==> src/hw/rtl/bfsa_pkg.sv <==
// Shared types, codes and microcode table of the best-fit slot allocator.
package bfsa_pkg;

    // Item kinds carried in the input tuser bit.
    localparam logic FUNC_LOAD    = 1'b0;
    localparam logic FUNC_REQUEST = 1'b1;

    // Register index taken from paddr[2].
    localparam logic REG_SLOTS_IN_USE = 1'b0;

    localparam logic [4:0] SLOTS_IN_USE_RESET = 5'd16;

    localparam int IN_TDATA_W  = 24;
    localparam int OUT_TDATA_W = 24;

    typedef enum logic [2:0] {
        ST_FETCH,
        ST_LOAD,
        ST_SETUP,
        ST_SCAN,
        ST_FINISH
    } step_t;

    typedef enum logic [2:0] {
        OP_FETCH,
        OP_LOAD,
        OP_SETUP,
        OP_SCAN,
        OP_FINISH
    } op_t;

    // Jump conditions of the sequencer.
    typedef enum logic [2:0] {
        CND_ACCEPT,
        CND_ALWAYS,
        CND_EMPTY,
        CND_MORE,
        CND_OUT_FREE
    } cond_t;

    typedef struct packed {
        op_t   op;
        cond_t cond;
        step_t target;
    } ctl_t;

    // Control store: one word per step.
    function automatic ctl_t ucode(step_t s);
        ctl_t w;
        case (s)
            ST_FETCH:  w = '{op: OP_FETCH,  cond: CND_ACCEPT,   target: ST_SETUP};
            ST_LOAD:   w = '{op: OP_LOAD,   cond: CND_ALWAYS,   target: ST_FINISH};
            ST_SETUP:  w = '{op: OP_SETUP,  cond: CND_EMPTY,    target: ST_FINISH};
            ST_SCAN:   w = '{op: OP_SCAN,   cond: CND_MORE,     target: ST_SCAN};
            ST_FINISH: w = '{op: OP_FINISH, cond: CND_OUT_FREE, target: ST_FETCH};
            default:   w = '{op: OP_FETCH,  cond: CND_ALWAYS,   target: ST_FETCH};
        endcase
        return w;
    endfunction

endpackage

==> src/hw/rtl/bfsa_ram.sv <==
// Generic single-write, single-read RAM with registered read data.
module bfsa_ram #(
    parameter int WIDTH = 16,
    parameter int DEPTH = 16
) (
    input  logic                                    clk,
    input  logic                                    we,
    input  logic [(DEPTH > 1 ? $clog2(DEPTH) : 1)-1:0] waddr,
    input  logic [WIDTH-1:0]                        wdata,
    input  logic [(DEPTH > 1 ? $clog2(DEPTH) : 1)-1:0] raddr,
    output logic [WIDTH-1:0]                        rdata
);

    logic [WIDTH-1:0] mem [DEPTH];
    logic [WIDTH-1:0] rdata_reg;

    always_ff @(posedge clk)
    begin
        if (we)
        begin
            mem[waddr] <= wdata;
        end
        rdata_reg <= mem[raddr];
    end

    assign rdata = rdata_reg;

endmodule

==> src/hw/rtl/best_fit_slot_allocator.sv <==
// Top level: microcoded best-fit slot allocator with stream ports and APB register.
//
//  channel   dir  handshake            payload
//  s_axis    in   tvalid/tready        tuser: func; tdata: slot_index, amount
//  m_axis    out  tvalid/tready        tuser: granted; tdata: chosen_slot, chosen_size
//  apb       in   psel/penable/pready  reg 0 at 0x0: slots_in_use
//
//  A request steps from accept to the next accept through fetch, setup, one scan step
//  per slot searched (min(slots_in_use, NUM_SLOTS) of them) and finish. The scan reads one slot
//  size a cycle from the size RAM's single read port. A load steps through fetch, load, finish.
//  Reset frees all slots and sets slots_in_use to 16; slot sizes are not cleared.
//  A result held in the output register stalls only the finish step of the next item.
module best_fit_slot_allocator #(
    parameter int NUM_SLOTS = 16,
    parameter int SIZE_BITS = 16
) (
    input  logic        clk,
    input  logic        rst_n,
    // slave stream
    input  logic        s_axis_tvalid,
    output logic        s_axis_tready,
    input  logic [23:0] s_axis_tdata,   // [3:0] slot_index, [19:4] amount, [23:20] zero
    input  logic [0:0]  s_axis_tuser,   // [0] func
    // master stream
    output logic        m_axis_tvalid,
    input  logic        m_axis_tready,
    output logic [23:0] m_axis_tdata,   // [3:0] chosen_slot, [19:4] chosen_size, [23:20] zero
    output logic [0:0]  m_axis_tuser,   // [0] granted
    // configuration
    input  logic        psel,
    input  logic        penable,
    input  logic        pwrite,
    input  logic [2:0]  paddr,
    input  logic [31:0] pwdata,
    output logic [31:0] prdata,
    output logic        pready
);

    localparam int IDX_W = NUM_SLOTS > 1 ? $clog2(NUM_SLOTS) : 1;
    localparam int CNT_W = $clog2(NUM_SLOTS + 1);
    localparam int LIM_W = CNT_W > 5 ? CNT_W : 5;
    localparam int CMP_W = CNT_W > 4 ? CNT_W : 4;
    localparam int CW    = SIZE_BITS > 16 ? SIZE_BITS : 16;

    bfsa_pkg::step_t step_reg, step_next;
    bfsa_pkg::ctl_t  ctl;

    logic                 func_reg, func_next;
    logic [3:0]           idx_reg, idx_next;
    logic [15:0]          amount_reg, amount_next;
    logic [IDX_W-1:0]     cnt_reg, cnt_next;
    logic                 found_reg, found_next;
    logic [IDX_W-1:0]     best_reg, best_next;
    logic [SIZE_BITS-1:0] best_size_reg, best_size_next;
    logic [NUM_SLOTS-1:0] taken_reg, taken_next;
    logic [4:0]           slots_in_use_reg, slots_in_use_next;
    logic                 m_valid_reg, m_valid_next;
    logic                 m_granted_reg, m_granted_next;
    logic [3:0]           m_slot_reg, m_slot_next;
    logic [15:0]          m_size_reg, m_size_next;

    logic                 in_acc;
    logic                 out_free;
    logic                 cfg_wr;
    logic [LIM_W-1:0]     lim_wide;
    logic [CNT_W-1:0]     lim;
    logic                 scan_more;
    logic                 load_ok;
    logic                 fits;
    logic                 smaller;

    logic                 ram_we;
    logic [IDX_W-1:0]     ram_waddr;
    logic [SIZE_BITS-1:0] ram_wdata;
    logic [IDX_W-1:0]     ram_raddr;
    logic [SIZE_BITS-1:0] ram_rdata;

    bfsa_ram #(
        .WIDTH (SIZE_BITS),
        .DEPTH (NUM_SLOTS)
    ) u_sizes (
        .clk   (clk),
        .we    (ram_we),
        .waddr (ram_waddr),
        .wdata (ram_wdata),
        .raddr (ram_raddr),
        .rdata (ram_rdata)
    );

    assign ctl           = bfsa_pkg::ucode(step_reg);
    assign s_axis_tready = (ctl.op == bfsa_pkg::OP_FETCH);
    assign in_acc        = s_axis_tvalid && s_axis_tready;
    assign out_free      = !m_valid_reg || m_axis_tready;

    assign m_axis_tvalid = m_valid_reg;
    assign m_axis_tuser  = m_granted_reg;
    assign m_axis_tdata  = {4'b0, m_size_reg, m_slot_reg};

    // APB register port
    assign pready = 1'b1;
    assign cfg_wr = psel && penable && pwrite && pready
                    && (paddr[2] == bfsa_pkg::REG_SLOTS_IN_USE);
    assign prdata = (paddr[2] == bfsa_pkg::REG_SLOTS_IN_USE) ? 32'(slots_in_use_reg) : 32'b0;
    assign slots_in_use_next = cfg_wr ? pwdata[4:0] : slots_in_use_reg;

    // Saturate the search limit at the table depth.
    assign lim_wide  = (LIM_W'(slots_in_use_reg) > LIM_W'(NUM_SLOTS))
                       ? LIM_W'(NUM_SLOTS) : LIM_W'(slots_in_use_reg);
    assign lim       = CNT_W'(lim_wide);
    assign scan_more = (CNT_W'(cnt_reg) + CNT_W'(1)) != lim;
    assign load_ok   = CMP_W'(idx_reg) < CMP_W'(NUM_SLOTS);

    // Read data belongs to cnt_reg during the scan step.
    assign fits    = !taken_reg[cnt_reg] && (CW'(ram_rdata) >= CW'(amount_reg));
    assign smaller = !found_reg || (ram_rdata < best_size_reg);

    // Sequencer: next step
    always_comb
    begin
        step_next = step_reg;
        case (ctl.cond)
            bfsa_pkg::CND_ACCEPT:
            begin
                if (in_acc)
                begin
                    step_next = (s_axis_tuser[0] == bfsa_pkg::FUNC_REQUEST)
                                ? ctl.target : bfsa_pkg::step_t'(step_reg + 3'd1);
                end
            end
            bfsa_pkg::CND_ALWAYS:
            begin
                step_next = ctl.target;
            end
            bfsa_pkg::CND_EMPTY:
            begin
                step_next = (lim == '0) ? ctl.target : bfsa_pkg::step_t'(step_reg + 3'd1);
            end
            bfsa_pkg::CND_MORE:
            begin
                step_next = scan_more ? ctl.target : bfsa_pkg::step_t'(step_reg + 3'd1);
            end
            bfsa_pkg::CND_OUT_FREE:
            begin
                if (out_free)
                begin
                    step_next = ctl.target;
                end
            end
            default:
            begin
                step_next = bfsa_pkg::ST_FETCH;
            end
        endcase
    end

    // Datapath driven by the control word
    always_comb
    begin
        func_next      = func_reg;
        idx_next       = idx_reg;
        amount_next    = amount_reg;
        cnt_next       = cnt_reg;
        found_next     = found_reg;
        best_next      = best_reg;
        best_size_next = best_size_reg;
        taken_next     = taken_reg;
        m_valid_next   = m_valid_reg;
        m_granted_next = m_granted_reg;
        m_slot_next    = m_slot_reg;
        m_size_next    = m_size_reg;
        ram_we         = 1'b0;
        ram_waddr      = IDX_W'(idx_reg);
        ram_wdata      = SIZE_BITS'(amount_reg);
        ram_raddr      = cnt_reg + IDX_W'(1);

        if (m_valid_reg && m_axis_tready)
        begin
            m_valid_next = 1'b0;
        end

        case (ctl.op)
            bfsa_pkg::OP_FETCH:
            begin
                if (in_acc)
                begin
                    func_next   = s_axis_tuser[0];
                    idx_next    = s_axis_tdata[3:0];
                    amount_next = s_axis_tdata[19:4];
                end
            end
            bfsa_pkg::OP_LOAD:
            begin
                found_next = 1'b0;
                if (load_ok)
                begin
                    ram_we                      = 1'b1;
                    taken_next[IDX_W'(idx_reg)] = 1'b0;
                end
            end
            bfsa_pkg::OP_SETUP:
            begin
                cnt_next   = '0;
                found_next = 1'b0;
                ram_raddr  = '0;
            end
            bfsa_pkg::OP_SCAN:
            begin
                cnt_next = cnt_reg + IDX_W'(1);
                // Strict less-than keeps the lowest index on ties.
                if (fits && smaller)
                begin
                    found_next     = 1'b1;
                    best_next      = cnt_reg;
                    best_size_next = ram_rdata;
                end
            end
            bfsa_pkg::OP_FINISH:
            begin
                if (out_free)
                begin
                    m_valid_next   = 1'b1;
                    m_granted_next = found_reg;
                    m_slot_next    = found_reg ? 4'(best_reg) : 4'b0;
                    m_size_next    = found_reg ? 16'(CW'(best_size_reg)) : 16'b0;
                    if (found_reg)
                    begin
                        taken_next[best_reg] = 1'b1;
                    end
                end
            end
            default:
            begin
                found_next = 1'b0;
            end
        endcase
    end

    always_ff @(posedge clk or negedge rst_n)
    begin
        if (!rst_n)
        begin
            step_reg         <= bfsa_pkg::ST_FETCH;
            taken_reg        <= '0;
            slots_in_use_reg <= bfsa_pkg::SLOTS_IN_USE_RESET;
            m_valid_reg      <= 1'b0;
        end
        else
        begin
            step_reg         <= step_next;
            taken_reg        <= taken_next;
            slots_in_use_reg <= slots_in_use_next;
            m_valid_reg      <= m_valid_next;
        end
    end

    always_ff @(posedge clk)
    begin
        func_reg      <= func_next;
        idx_reg       <= idx_next;
        amount_reg    <= amount_next;
        cnt_reg       <= cnt_next;
        found_reg     <= found_next;
        best_reg      <= best_next;
        best_size_reg <= best_size_next;
        m_granted_reg <= m_granted_next;
        m_slot_reg    <= m_slot_next;
        m_size_reg    <= m_size_next;
    end

    // A refused request or a load carries an all-zero payload.
    assert property (@(posedge clk) disable iff (!rst_n)
        (m_axis_tvalid && !m_axis_tuser[0]) |-> (m_axis_tdata == '0))
        else $error("refusal with nonzero payload");

    // The scan counter never leaves the searched range.
    assert property (@(posedge clk) disable iff (!rst_n)
        (step_reg == bfsa_pkg::ST_SCAN) |-> (CNT_W'(cnt_reg) < lim))
        else $error("scan past limit");

    // A slot picked for a request is large enough for it.
    assert property (@(posedge clk) disable iff (!rst_n)
        (step_reg == bfsa_pkg::ST_FINISH && found_reg && func_reg == bfsa_pkg::FUNC_REQUEST)
        |-> (CW'(best_size_reg) >= CW'(amount_reg)))
        else $error("chosen slot too small");

endmodule

==> config.mk <==
export PLATFORM = sky130hd
export DESIGN_NAME = best_fit_slot_allocator
export DESIGN_NICKNAME = d
export VERILOG_FILES = /design/src/hw/rtl/bfsa_pkg.sv /design/src/hw/rtl/bfsa_ram.sv /design/src/hw/rtl/best_fit_slot_allocator.sv
export SDC_FILE = /design/constraint.sdc
export NUM_CORES = 1
export LEC_CHECK = 0
export BUFFER_PORTS_ARGS = -buffer_cell sky130_fd_sc_hd__buf_2
export CAP_MARGIN = 20
export CORE_ASPECT_RATIO = 2
export CORE_MARGIN = 2
export CORE_UTILIZATION = 54
export DETAILED_ROUTE_END_ITERATION = 6
export HOLD_SLACK_MARGIN = 0.05
export PLACE_DENSITY = 0.76
export SLEW_MARGIN = 20
export SYNTH_ARGS = -nofsm -noshare
export SYNTH_HDL_FRONTEND = slang
export SYNTH_SLANG_ARGS = --single-unit
==> constraint.sdc <==
create_clock -name clk -period 3.85 [get_ports clk]
set_input_delay 0.77 -clock clk [delete_from_list [all_inputs] [get_ports clk]]
set_output_delay 0.77 -clock clk [all_outputs]
set_load 0.1 [all_outputs]
==> summary.md, run 1 <==
The worst hold path belongs to the class in -> async. A synthesized cell averages 14.6 µm². The run gives 35.4% as the fraction of power consumed by combinational cells.

At the pin with the least slew margin, the transition time is 850 ps. Measured along the x axis, the die boundary spans 122 µm. The area share of the leading cell type in the synthesized netlist was 64.4%. Counting flops per register, the top entry is u_sizes.mem.

Input and output buffers added on the ports amount to 61. Element type at the critical path end: an output port. The logs give 0 for the number of antenna violations at the first check in global routing and 0 for the count of cells resized by post-cts repair.

The type of the setup path with the least slack was reg -> out. The mux cell area share after synthesis is 3.59%. The most area-hungry cell type in the Yosys netlist was edfxtp_1.

Across the run, the number of max-cap violations was 0. Ranked by total cell area, the synthesized netlist is headed by edfxtp_1 (64%), dfrtp_1 (4.0%), ha_1 (3.1%). The worst setup path is launched from a register.

Most used flip-flop cell after synthesis: edfxtp_1. The most common cell after layout, fill and taps aside was edfxtp_1. The number of global-route vias before repair was 9065; the number of nets in the layout was 1205. Root cell of the clock tree: clkbuf_16. TritonCTS built the clock tree.

After detailed placement, the total cell area comes to 15700 µm². After Yosys synthesis, XOR and XNOR cells account for 0.267% of the synthesized area. Largest family of logic cells by synthesized area: compound AO/OA/AOI/OAI gates. Of the available clock period, the critical path in the final layout requires 91.7%. 127 I/O pins were placed. The final count of pins violating max slew is 0, and the number of storage elements in the synthesis netlist is 363. Routability-driven placement finished with a final weighted congestion of 0.907.

The internal power was 0.00836 W; the total number of H-tree levels was 1. The synthesized netlist devotes 7.43% of its cell area to simple gates. The critical path goes through inv_1, ha_1, or3_1, a21oi_1, buf_2. Before antenna repair, the detailed router went through 5 iterations. Of the total synthesized cell area, the portion taken by full adders, half adders and majority gates is 3.08%. Post-layout total power: 0.0132 W.

The first global-routing pass estimated 49800 µm of wire. In this run switching power makes up 36.7% of total power. The fraction of registers with async set/reset is 6.89%, and the die footprint is 29200 µm². Setup repair after global routing left no endpoint under its margin. The areal power density over the cells works out to 792 nW/µm². The cell area after technology mapping was 15000 µm². The logs give 58 for the distinct cell type count of the synthesized netlist and 8866 for the detailed-route via count. Summed over all layers, the global routing overflow is 0.

The reg-to-reg critical path endpoint was u_sizes.rdata[10]. For the worst flop-to-flop path, the logic depth is 7. The via-per-instance ratio is 6.01, and the part of the power in registers is 42.3%. The count of nets left with antenna violations once routing finished came out at 0. On the worst path, the slowest cell contributes a delay of 580 ps. Number of hold buffers added after cts: 0. The vertical die dimension is 240 µm. The number of antenna diodes in the final layout is 0. The synthesized instance count is 1027.

The CTS clock-pin slew for the worst setup and hold paths is 70 ps, and the source-to-sink clock delay at the later pin of the worst-skew pair is 560 ps. The startpoint identified for the worst register-to-register timing path is step_reg[1]. The hold violation total from the final report was 0.

IR analysis of the VDD net gives a maximum drop of 356 µV. The routed length per placed instance is 22.2 µm, and the number of fillers in the final layout is 2056. Counting flops with a built-in enable in the synthesized netlist gives 322.

Summing the areas of all compound-gate instances in the mapped netlist gives 10.7% of the synthesized area. The total net switching power was 0.00484 W; the largest net degree at the start of global routing was 65. After detailed routing, the number of remaining DRC violations is 0.

For this block, the routed nets add up to 32800 µm of wire. The post-CTS setup buffer count is 0, and the effective utilization at floorplan is 54.7%. The tools report the post-synthesis sequential area ratio as 70.7%. Slowest cell on the critical path: dfrtp_1.

After the first detailed-routing iteration, the DRC count stood at 759. The highest fanout seen on the critical path works out to 11. The number of sinks driven by the clock tree was 363; the timing-limited maximum frequency was 283 MHz. The flow ran to the end, and the final reports show no timing, DRC or antenna violations. For the worst setup path, the data arrival time is 2760 ps. Once detailed placement completed, the half-perimeter wirelength came to 20700 µm. The clock network accounts for 22.3% of the total power. The share of cells above drive strength 1 works out to 16.1%. The library cells used most frequently in the layout, excluding fill and tap cells, are edfxtp_1 (322), nand2_1 (84), o21ai_0 (65), buf_2 (61), inv_1 (42). Setup slack on the worst reg-to-reg path comes out at 530 ps. The register with the most flip-flops in the layout has 256 of them. The remaining max-slew budget at the tightest pin was 43.2%; the area added between synthesis and finish was 11.1%.

For the number of standard-cell rows in the floorplan, the log shows 86. Summing all non-filler instances in the final layout gives an area of 16700 µm². Yosys printed 0 warnings. Summed over all failing endpoints, the final setup total negative slack is 0 ps.

In this run the standard cell core region covers 27400 µm². At the worst endpoint, the required time is 3080 ps. In this run, CTS created clock tree buffers numbering 29. The maximum clock insertion buffer count was 3. For the worst clock skew, the log shows 10.8 ps.

Setup violations remaining at the end of the flow were counted as 0. Summed over all cells, the static leakage comes to 5.85 nW. The shortest clock period the worst path allows after layout is 3530 ps, and the total routing resource utilization after global routing is 22.9%.
-- through the flow --
stage                     util (%)  hold slack, ps  setup WS (ps)  cells
final                         60.8             198            321   1476
after detailed placement      57.4             468            570   1422
after floorplan                  -             421           55.2   1057
after global routing          60.8             234            252   1476
after CTS                     60.8             201            327   1476
after global placement        57.4             476            631   1422
-- layout make-up --
cell class	count	area, µm²	share of cell area [%]
flip-flops and latches	363	10600	63.7
multi-input cells	567	3940	23.6
clock buffers	36	752	4.51
repair buffers	95	586	3.51
well taps	352	440	2.64
clock inverters	18	176	1.06
inverters	45	169	1.01
-- worst max-delay path by stage --
| stage | from | end | slack [ps] |
|---|---|---|---|
| after global placement | step_reg[1] | u_sizes.rdata[11] | 630 |
| final | step_reg[1] | s_axis_tready | 320 |
| after global routing | step_reg[1] | s_axis_tready | 250 |
| after detailed placement | step_reg[1] | u_sizes.rdata[10] | 570 |
| after CTS | step_reg[1] | s_axis_tready | 330 |
| after floorplan | step_reg[1] | amount_reg[0] | 60 |
-- per-layer routing --
metal / vias up / global-route usage (%) / routed length [µm]
met5: - / 0 / 0
met3: 89 / 2.57 / 1590
met2: 320 / 44.3 / 18600
met4: 0 / 11.3 / 1510
li1: 4026 / - / -
met1: 4431 / 23.6 / 11100
-- critical path, delay by kind of cell (launching register included) --
family,cells,cell delay [ps]
AO/OA/AOI/OAI,1,280
flip-flops,1,580
AND/OR/NAND/NOR,1,390
adder cells (fa/ha/maj),1,310
buffers and inverters,2,640
-- synthesized netlist by cell type (3+ instances only) --
cell type / instances
a31oi_1: 36
a21o_1: 4
nor3_1: 9
a211oi_1: 38
dfrtp_1: 24
o32ai_1: 3
buf_4: 34
buf_2: 11
mux2_2: 7
and2_1: 37
mux4_2: 20
nand2_1: 85
inv_1: 43
ha_1: 37
o22ai_1: 37
o221ai_1: 32
dfxtp_1: 16
clkbuf_1: 34
a21oi_1: 13
nor2_1: 29
nand2b_1: 14
nand3_1: 5
o21a_1: 3
and2_0: 17
o21ai_0: 65
edfxtp_1: 322
nor2b_1: 8
o2111ai_1: 3
-- power groups by stage --
| stage | registers, W | clock network (W) | logic, W |
|---|---|---|---|
| 3_5_place_dp | 0.00568 | 0 | 0.00466 |
| 3_3_place_gp | 0.00564 | 0 | 0.00452 |
| 6_report | 0.00559 | 0.00294 | 0.00467 |
| 2_1_floorplan | 0.00569 | 0 | 0.00330 |
| 4_1_cts | 0.00559 | 0.00298 | 0.00469 |
| 5_1_grt | 0.00565 | 0.00312 | 0.00511 |
-- cells by family (layout without fill, tap and decap cells) --
group | count (synthesis) | after routing
xor+xnor | 3 | 3
simple gates | 222 | 222
fa+ha+maj | 37 | 37
buf+inv | 127 | 194
compound gates | 245 | 245
mux | 28 | 28
other cells | 2 | 32
flops | 363 | 363
Note: power is estimated with default switching activity, not from simulation.
==> inputs of run 2 (changes only) <==
- CELL_PAD_IN_SITES_DETAIL_PLACEMENT: unset -> 1
- CELL_PAD_IN_SITES_GLOBAL_PLACEMENT: unset -> 2
- CORE_UTILIZATION: 54 -> 43
- CTS_CLUSTER_DIAMETER: unset -> 200
- PLACE_DENSITY: 0.76 -> unset
- PLACE_DENSITY_LB_ADDON: unset -> 0.1
- clock period: 3.85 -> 3.8 ns (I/O delays scaled with it)
==> summary.md, run 2 (synthesized netlist as in run 1, its figures left out) <==
The run finished with clean final reports. The vertical die dimension came out at 268 µm (was 240 µm). The tools report the number of hold buffers added after cts as 0 (unchanged). The post-CTS setup buffer count came out at 0 (unchanged). For the number of buffers added by the clock tree synthesis step, the log shows 34 (was 29). The tools report the data arrival time at the worst-slack endpoint as 2600 ps (was 2760 ps). The number of standard-cell rows in the floorplan is 96 (was 86), and the share of the clock period used by the worst path after layout is 88.3%. Max-cap check violation count: 0 (unchanged). The count of input and output buffers was 61 (unchanged); the CTS clock-pin slew for the worst setup and hold paths was 70 ps (about the same). The tools report the startpoint class of the critical path as a register (unchanged). The tools report the final antenna diode count as 0 (unchanged). The number of top-level pins is 127 (unchanged).

The run gives 34400 µm² (was 27400 µm²) as the area inside the core boundary. The flip-flop count of the largest register, all copies and words added is 256 (unchanged), and the via-per-instance ratio is 5.69 (was 6.01). The final worst hold slack came out at 254 ps (was 198 ps).

The element type at the critical path end was an output port (unchanged). The worst-margin pin slew works out to 812 ps (was 850 ps). Area added between synthesis and finish: 14.4% (was 11.1%). The worst min-delay path category is in -> async (unchanged). The tools report the required time of the critical path as 3040 ps (was 3080 ps). The hold violation total from the final report was 0 (unchanged).

The count of cells resized by post-cts repair was 0 (unchanged). Number of buffer and inverter stages on the critical path: 3 (was 2). Cell-by-cell listing of the critical path: buf_4, inv_1, ha_1, or3_1, a21oi_1, buf_2 (was inv_1, ha_1, or3_1, a21oi_1, buf_2). The final count of pins violating max slew was 0 (unchanged). Number of global-route vias before repair: 9623 (was 9065). For the HPWL after detailed placement, the log shows 24200 µm (was 20700 µm). The worst clock skew is 16.2 ps (was 10.8 ps), and the highest fanout seen on the critical path is 8 (was 11).

Largest register by flop count: u_sizes.mem (unchanged). The areal power density over the cells is 829 nW/µm² (was 792 nW/µm²), and the number of sinks driven by the clock tree is 363 (unchanged). The logs give 298 MHz for the timing-limited maximum frequency and 0 ps (unchanged) for the setup TNS. The slowest cell on the critical path is buf_2 (was dfrtp_1). The shortest clock period the worst path allows after layout is 3360 ps, and the maximum clock insertion buffer count is 3 (unchanged). The run gives 0 (unchanged) as the number of remaining DRC errors. Setup repair after global routing left no endpoint under its margin.

The width of the chip was 136 µm (was 122 µm). The run gives 0 (unchanged) as the count of final setup violators. The largest delay contributor family on the critical path is buffers and inverters (unchanged). The root cell of the clock tree was clkbuf_16 (unchanged). The first-pass GRT wire length was 58200 µm (was 49800 µm); the residual overflow from global routing was 0 (unchanged).

The share of cells above drive strength 1 was 17.7% (was 16.1%); the total routing resource utilization after global routing was 21.8% (was 22.9%). The run gives 45.9% (was 43.2%) as the remaining max-slew budget at the tightest pin. The detailed-route via count is 8995 (was 8866). The source-to-sink clock delay at the later pin of the worst-skew pair came out at 530 ps (was 560 ps).

The tools report the worst slack at placement as 660 ps (was 570 ps). The peak per-stage delay on the critical path is 470 ps (was 580 ps). TritonCTS built the clock tree. The antenna violation net count after detailed routing is 0 (unchanged), and the weighted congestion reported at the end of routability-driven placement is 0.784 (was 0.907). The logs give 0.0142 W (was 0.0132 W) for the post-layout total power and 43.7% (was 54.7%) for the effective utilization at floorplan. The run gives 36500 µm² (was 29200 µm²) as the die footprint. The worst path setup slack after routing came out at 445 ps (was 321 ps). The tools report the number of nets in the layout as 1219 (was 1205). Commonest non-fill, non-tap cells in the layout: edfxtp_1 (322), nand2_1 (84), o21ai_0 (65), buf_2 (61), inv_1 (42) (unchanged). The routed length per placed instance was 24.2 µm (was 22.2 µm); the largest net degree at the start of global routing was 73 (was 65). The logs give 4 (was 5) for the iteration count of the initial detailed-routing pass and 581 µV (was 356 µV) for the maximum ir drop on the vdd rail.

The tools report the total number of H-tree levels as 2 (was 1). The most common cell after layout, fill and taps aside was edfxtp_1 (unchanged). The type of the setup path with the least slack was reg -> out (unchanged). The number of antenna violations at the first check in global routing was 0 (unchanged); the leakage component of the power was 6.04 nW (was 5.85 nW). Violation count after the first detailed-route iteration: 589 (was 759). For the final wirelength, the log shows 38300 µm (was 32800 µm).
[run 2: cell type report]
class	count	area, µm²
sequential	363	10600
inverter	45	169
fill	3457	17200
timing repair buffer	104	703
clock inverter	14	184
clock buffer	48	1010
tap	441	552
multi-input combinational	567	3940
[run 2: routing by layer]
layer | global-route usage, % | share of wire (%) | wire (µm) | vias to the layer above
met5 | 0 | 0 | 0 | -
met4 | 8.28 | 3.6 | 1390 | 0
met3 | 2.75 | 3.8 | 1440 | 84
met2 | 41.4 | 57 | 21700 | 219
met1 | 24.3 | 36 | 13800 | 4645
li1 | - | - | - | 4047
[run 2: worst register-to-register path: cells and delay by family, from the launching register on]
kind / cells / cell delay [ps]
simple gates: 1 / 620
compound gates: 1 / 200
buf+inv: 1 / 380
mux: 1 / 480
flops: 1 / 820
xor+xnor: 1 / 180
fa+ha+maj: 1 / 300
[run 2: power by group]
group / internal (W) / switching, W / total (W)
Clock: 0.00214 / 0.00148 / 0.00362
Combinational: 0.00181 / 0.00318 / 0.00499
Sequential: 0.00512 / 0.000520 / 0.00564
[run 2: worst paths after layout]
path	startpoint	slack, ps	depth (start not counted)	endpoint
worst max-delay path	step_reg[1]	440	6	s_axis_tready
max in group asynchronous	rst_n	3130	1	slots_in_use_reg[1]
worst min register to register	u_sizes.rdata[0]	490	0	best_size_reg[0]
min in group clk	s_axis_tdata[17]	400	1	amount_reg[13]
worst min-delay path	rst_n	250	1	taken_reg[8]
worst max register to register	cnt_reg[0]	690	6	u_sizes.rdata[14]
[run 2: metrics by stage]
| stage | area, µm² | cells | utilization (%) |
|---|---|---|---|
| floorplan | 15100 | 1057 | - |
| global placement | 16000 | 1520 | 46.5 |
| detailed placement | 16000 | 1520 | 46.5 |
| CTS | 17200 | 1582 | 50.0 |
| global route | 17200 | 1582 | 50.0 |
| finish | 17200 | 1582 | 50.0 |
==> inputs of run 3 (changes only) <==
==> constraint.sdc (replaced) <==
create_clock -name clk -period 3.8 [get_ports clk]
set_input_delay 0.19 -clock clk [delete_from_list [all_inputs] [get_ports clk]]
set_output_delay 0.19 -clock clk [all_outputs]
set_load 0.1 [all_outputs]
==> summary.md, run 3 (synthesized netlist as in run 1, its figures left out) <==
The run finished with clean final reports. The maximum clock insertion buffer count is 3 (unchanged), and the width of the chip is 136 µm (unchanged). Share of cells above drive strength 1: 17.3% (was 17.7%). The flip-flop count of the largest register, all copies and words added was 256 (unchanged). Largest net degree at the start of global routing: 65 (was 73). The antenna violation net count after detailed routing was 0 (unchanged).

The slowest cell on the critical path was dfrtp_1 (was buf_2). Proportion of total power due to net switching: 36.4% (about the same). The logs give 0 (unchanged) for the hold violation total from the final report and 39.4% (was 39.6%) for the part of the power in registers. Final wirelength: 38800 µm (was 38300 µm).

Type of the setup path with the least slack: reg -> reg (was reg -> out). The area added between synthesis and finish is 16.2% (was 14.4%). Remaining max-slew budget at the tightest pin: 46.7% (was 45.9%).

The topmost layer with routed signal wires is met4 (unchanged). The number of standard-cell rows in the floorplan came out at 96 (unchanged). The count of final setup violators is 0 (unchanged). The run gives 22000 µm (was 21700 µm) as the wire length on met2. The final design utilization is 50.8% (was 50.0%). The tools report the count of cells resized by post-cts repair as 0 (unchanged).

The placed cell area was 16100 µm² (was 16000 µm²). The data arrival time at the worst-slack endpoint is 3470 ps (was 2600 ps), and the wire length on met1 is 14000 µm (was 13800 µm). The timing-limited maximum frequency is 307 MHz (was 298 MHz).

The effective utilization at floorplan was 43.7% (unchanged); the met3 layer wire length in the routed design was 1490 µm (was 1440 µm). The logs give 24.3% (was 25.4%) for the share of total power in the clock network and 9080 (was 8995) for the detailed-route via count. The source-to-sink clock delay at the later pin of the worst-skew pair was 530 ps (about the same). For the number of buffers added by the clock tree synthesis step, the log shows 34 (unchanged). The tools report the total net switching power as 0.00518 W (about the same). The root cell of the clock tree is clkbuf_16 (unchanged). The violation count after the first detailed-route iteration came out at 489 (was 589). Commonest non-fill, non-tap cells in the layout: edfxtp_1 (322), nand2_1 (84), o21ai_0 (65), buf_2 (61) (was edfxtp_1 (322), nand2_1 (84), o21ai_0 (65), buf_2 (61), inv_1 (42)). The highest fanout seen on the critical path was 12 (was 8).

Cell-by-cell listing of the critical path: ha_1, ha_1, nor2_1, o32ai_1, nor2b_1, nand2b_1, nor2_1, buf_4 (was buf_4, inv_1, ha_1, or3_1, a21oi_1, buf_2). The run gives 36500 µm² (unchanged) as the die footprint. The residual overflow from global routing was 0 (unchanged); the setup TNS was 0 ps (unchanged). TritonCTS built the clock tree. The most common cell after layout, fill and taps aside is edfxtp_1 (unchanged). Areal power density over the cells: 817 nW/µm² (was 829 nW/µm²).

The CTS clock-pin slew for the worst setup and hold paths is 70 ps (about the same). First-pass GRT wire length: 58800 µm (was 58200 µm). Worst clock skew: 12.6 ps (was 16.2 ps). The required time of the critical path was 4000 ps (was 3040 ps); the total number of H-tree levels was 2 (unchanged). The area inside the core boundary was 34400 µm² (unchanged). The startpoint class of the critical path was a register (unchanged). The HPWL after detailed placement came out at 25100 µm (was 24200 µm). The tools report the number of antenna violations at the first check in global routing as 0 (unchanged). The final count of pins violating max slew was 0 (unchanged); the number of global-route vias before repair was 9737 (was 9623). The peak per-stage delay on the critical path was 590 ps (was 470 ps); the final standard cell area without fillers was 17400 µm² (was 17200 µm²). The final worst hold slack came out at 129 ps (was 254 ps). The via-per-instance ratio was 5.63 (was 5.69); the total routing resource utilization after global routing was 22.1% (was 21.8%). The number of nets in the layout came out at 1252 (was 1219). The count of input and output buffers is 61 (unchanged), and the final antenna diode count is 0 (unchanged). Worst min-delay path category: in -> reg (was in -> async). The weighted congestion reported at the end of routability-driven placement was 0.783 (was 0.784); the worst-margin pin slew was 798 ps (was 812 ps). The number of remaining DRC errors is 0 (unchanged). The number of sinks driven by the clock tree is 363 (unchanged). The post-CTS setup buffer count is 0 (unchanged). The maximum ir drop on the vdd rail is 544 µV (was 581 µV), and the number of top-level pins is 127 (unchanged).

The logs give 0.00908 W (was 0.00906 W) for the internal power and 26 (was 0) for the number of hold buffers added after cts. The routed length per placed instance works out to 24.1 µm (was 24.2 µm). The vertical die dimension works out to 268 µm (unchanged). The max-cap check violation count is 0 (unchanged). The element type at the critical path end was a register (was an output port). The share of the clock period used by the worst path after layout was 85.8% (was 88.3%).

The fraction of power consumed by combinational cells was 36.3% (was 35.1%); the iteration count of the initial detailed-routing pass was 4 (unchanged). The shortest clock period the worst path allows after layout came out at 3260 ps (was 3360 ps). Setup repair after global routing left no endpoint under its margin. For the leakage component of the power, the log shows 6.16 nW (was 6.04 nW). The largest register by flop count is u_sizes.mem (unchanged).
==> run 3: cell types whose count changed in the layout (fill, tap and decap cells not counted) <==
cell,before,now
clkbuf_16,37,35
buf_16,0,1
clkinv_8,1,0
dlygate4sd3_1,0,26
buf_4,37,42
buf_12,6,7
clkbuf_8,4,2
clkinv_2,5,3
clkinv_1,2,7
inv_6,0,1
==> run 3: per-layer routing <==
layer	vias to the layer above	track usage, %
met2	208	42.3
met1	4675	24.4
li1	4116	-
met4	0	8.14
met5	-	0
met3	81	2.87
==> run 3: layout make-up <==
type | count | area, µm²
well taps | 441 | 552
fillers | 3438 | 16900
repair buffers | 137 | 1050
clock buffers | 44 | 930
multi-input cells | 567 | 3940
clock inverters | 17 | 185
inverters | 45 | 169
flip-flops and latches | 363 | 10600
==> run 3: metrics by stage <==
step,worst slack (ps),total power (W),cells
6_report,538,0.0143,1614
5_1_grt,220,0.0151,1614
4_1_cts,455,0.0145,1614
3_5_place_dp,467,0.0110,1527
3_3_place_gp,515,0.0108,1526
2_1_floorplan,5.23,0.00912,1057
==> run 3: worst paths after layout <==
kind                                  endpoint  cells past startpoint  slack [ps]              from
hold / removal                     step_reg[0]                      4         130     s_axis_tvalid
hold reg to reg               best_size_reg[0]                      0         500  u_sizes.rdata[0]
setup reg to reg             u_sizes.mem[1][7]                      8         540       step_reg[1]
max in group asynchronous  slots_in_use_reg[2]                      2        3150             rst_n
setup / recovery             u_sizes.mem[1][7]                      8         540       step_reg[1]
min in group asynchronous         taken_reg[8]                      2         230             rst_n
==> run 3: power by group through the flow <==
stage	combinational, W	sequential [W]	clock (W)
after floorplan	0.00335	0.00577	0
after global placement	0.00508	0.00569	0
after detailed placement	0.00523	0.00572	0
after CTS	0.00528	0.00563	0.00354
after global routing	0.00570	0.00569	0.00367
final	0.00518	0.00561	0.00347
==> run 3: worst max-delay path: cells and delay by family, from the launching register on <==
kind | cells | cell delay, ps
AO/OA/AOI/OAI | 1 | 470
adder cells (fa/ha/maj) | 2 | 530
flip-flops | 1 | 590
buffers and inverters | 1 | 360
AND/OR/NAND/NOR | 4 | 990
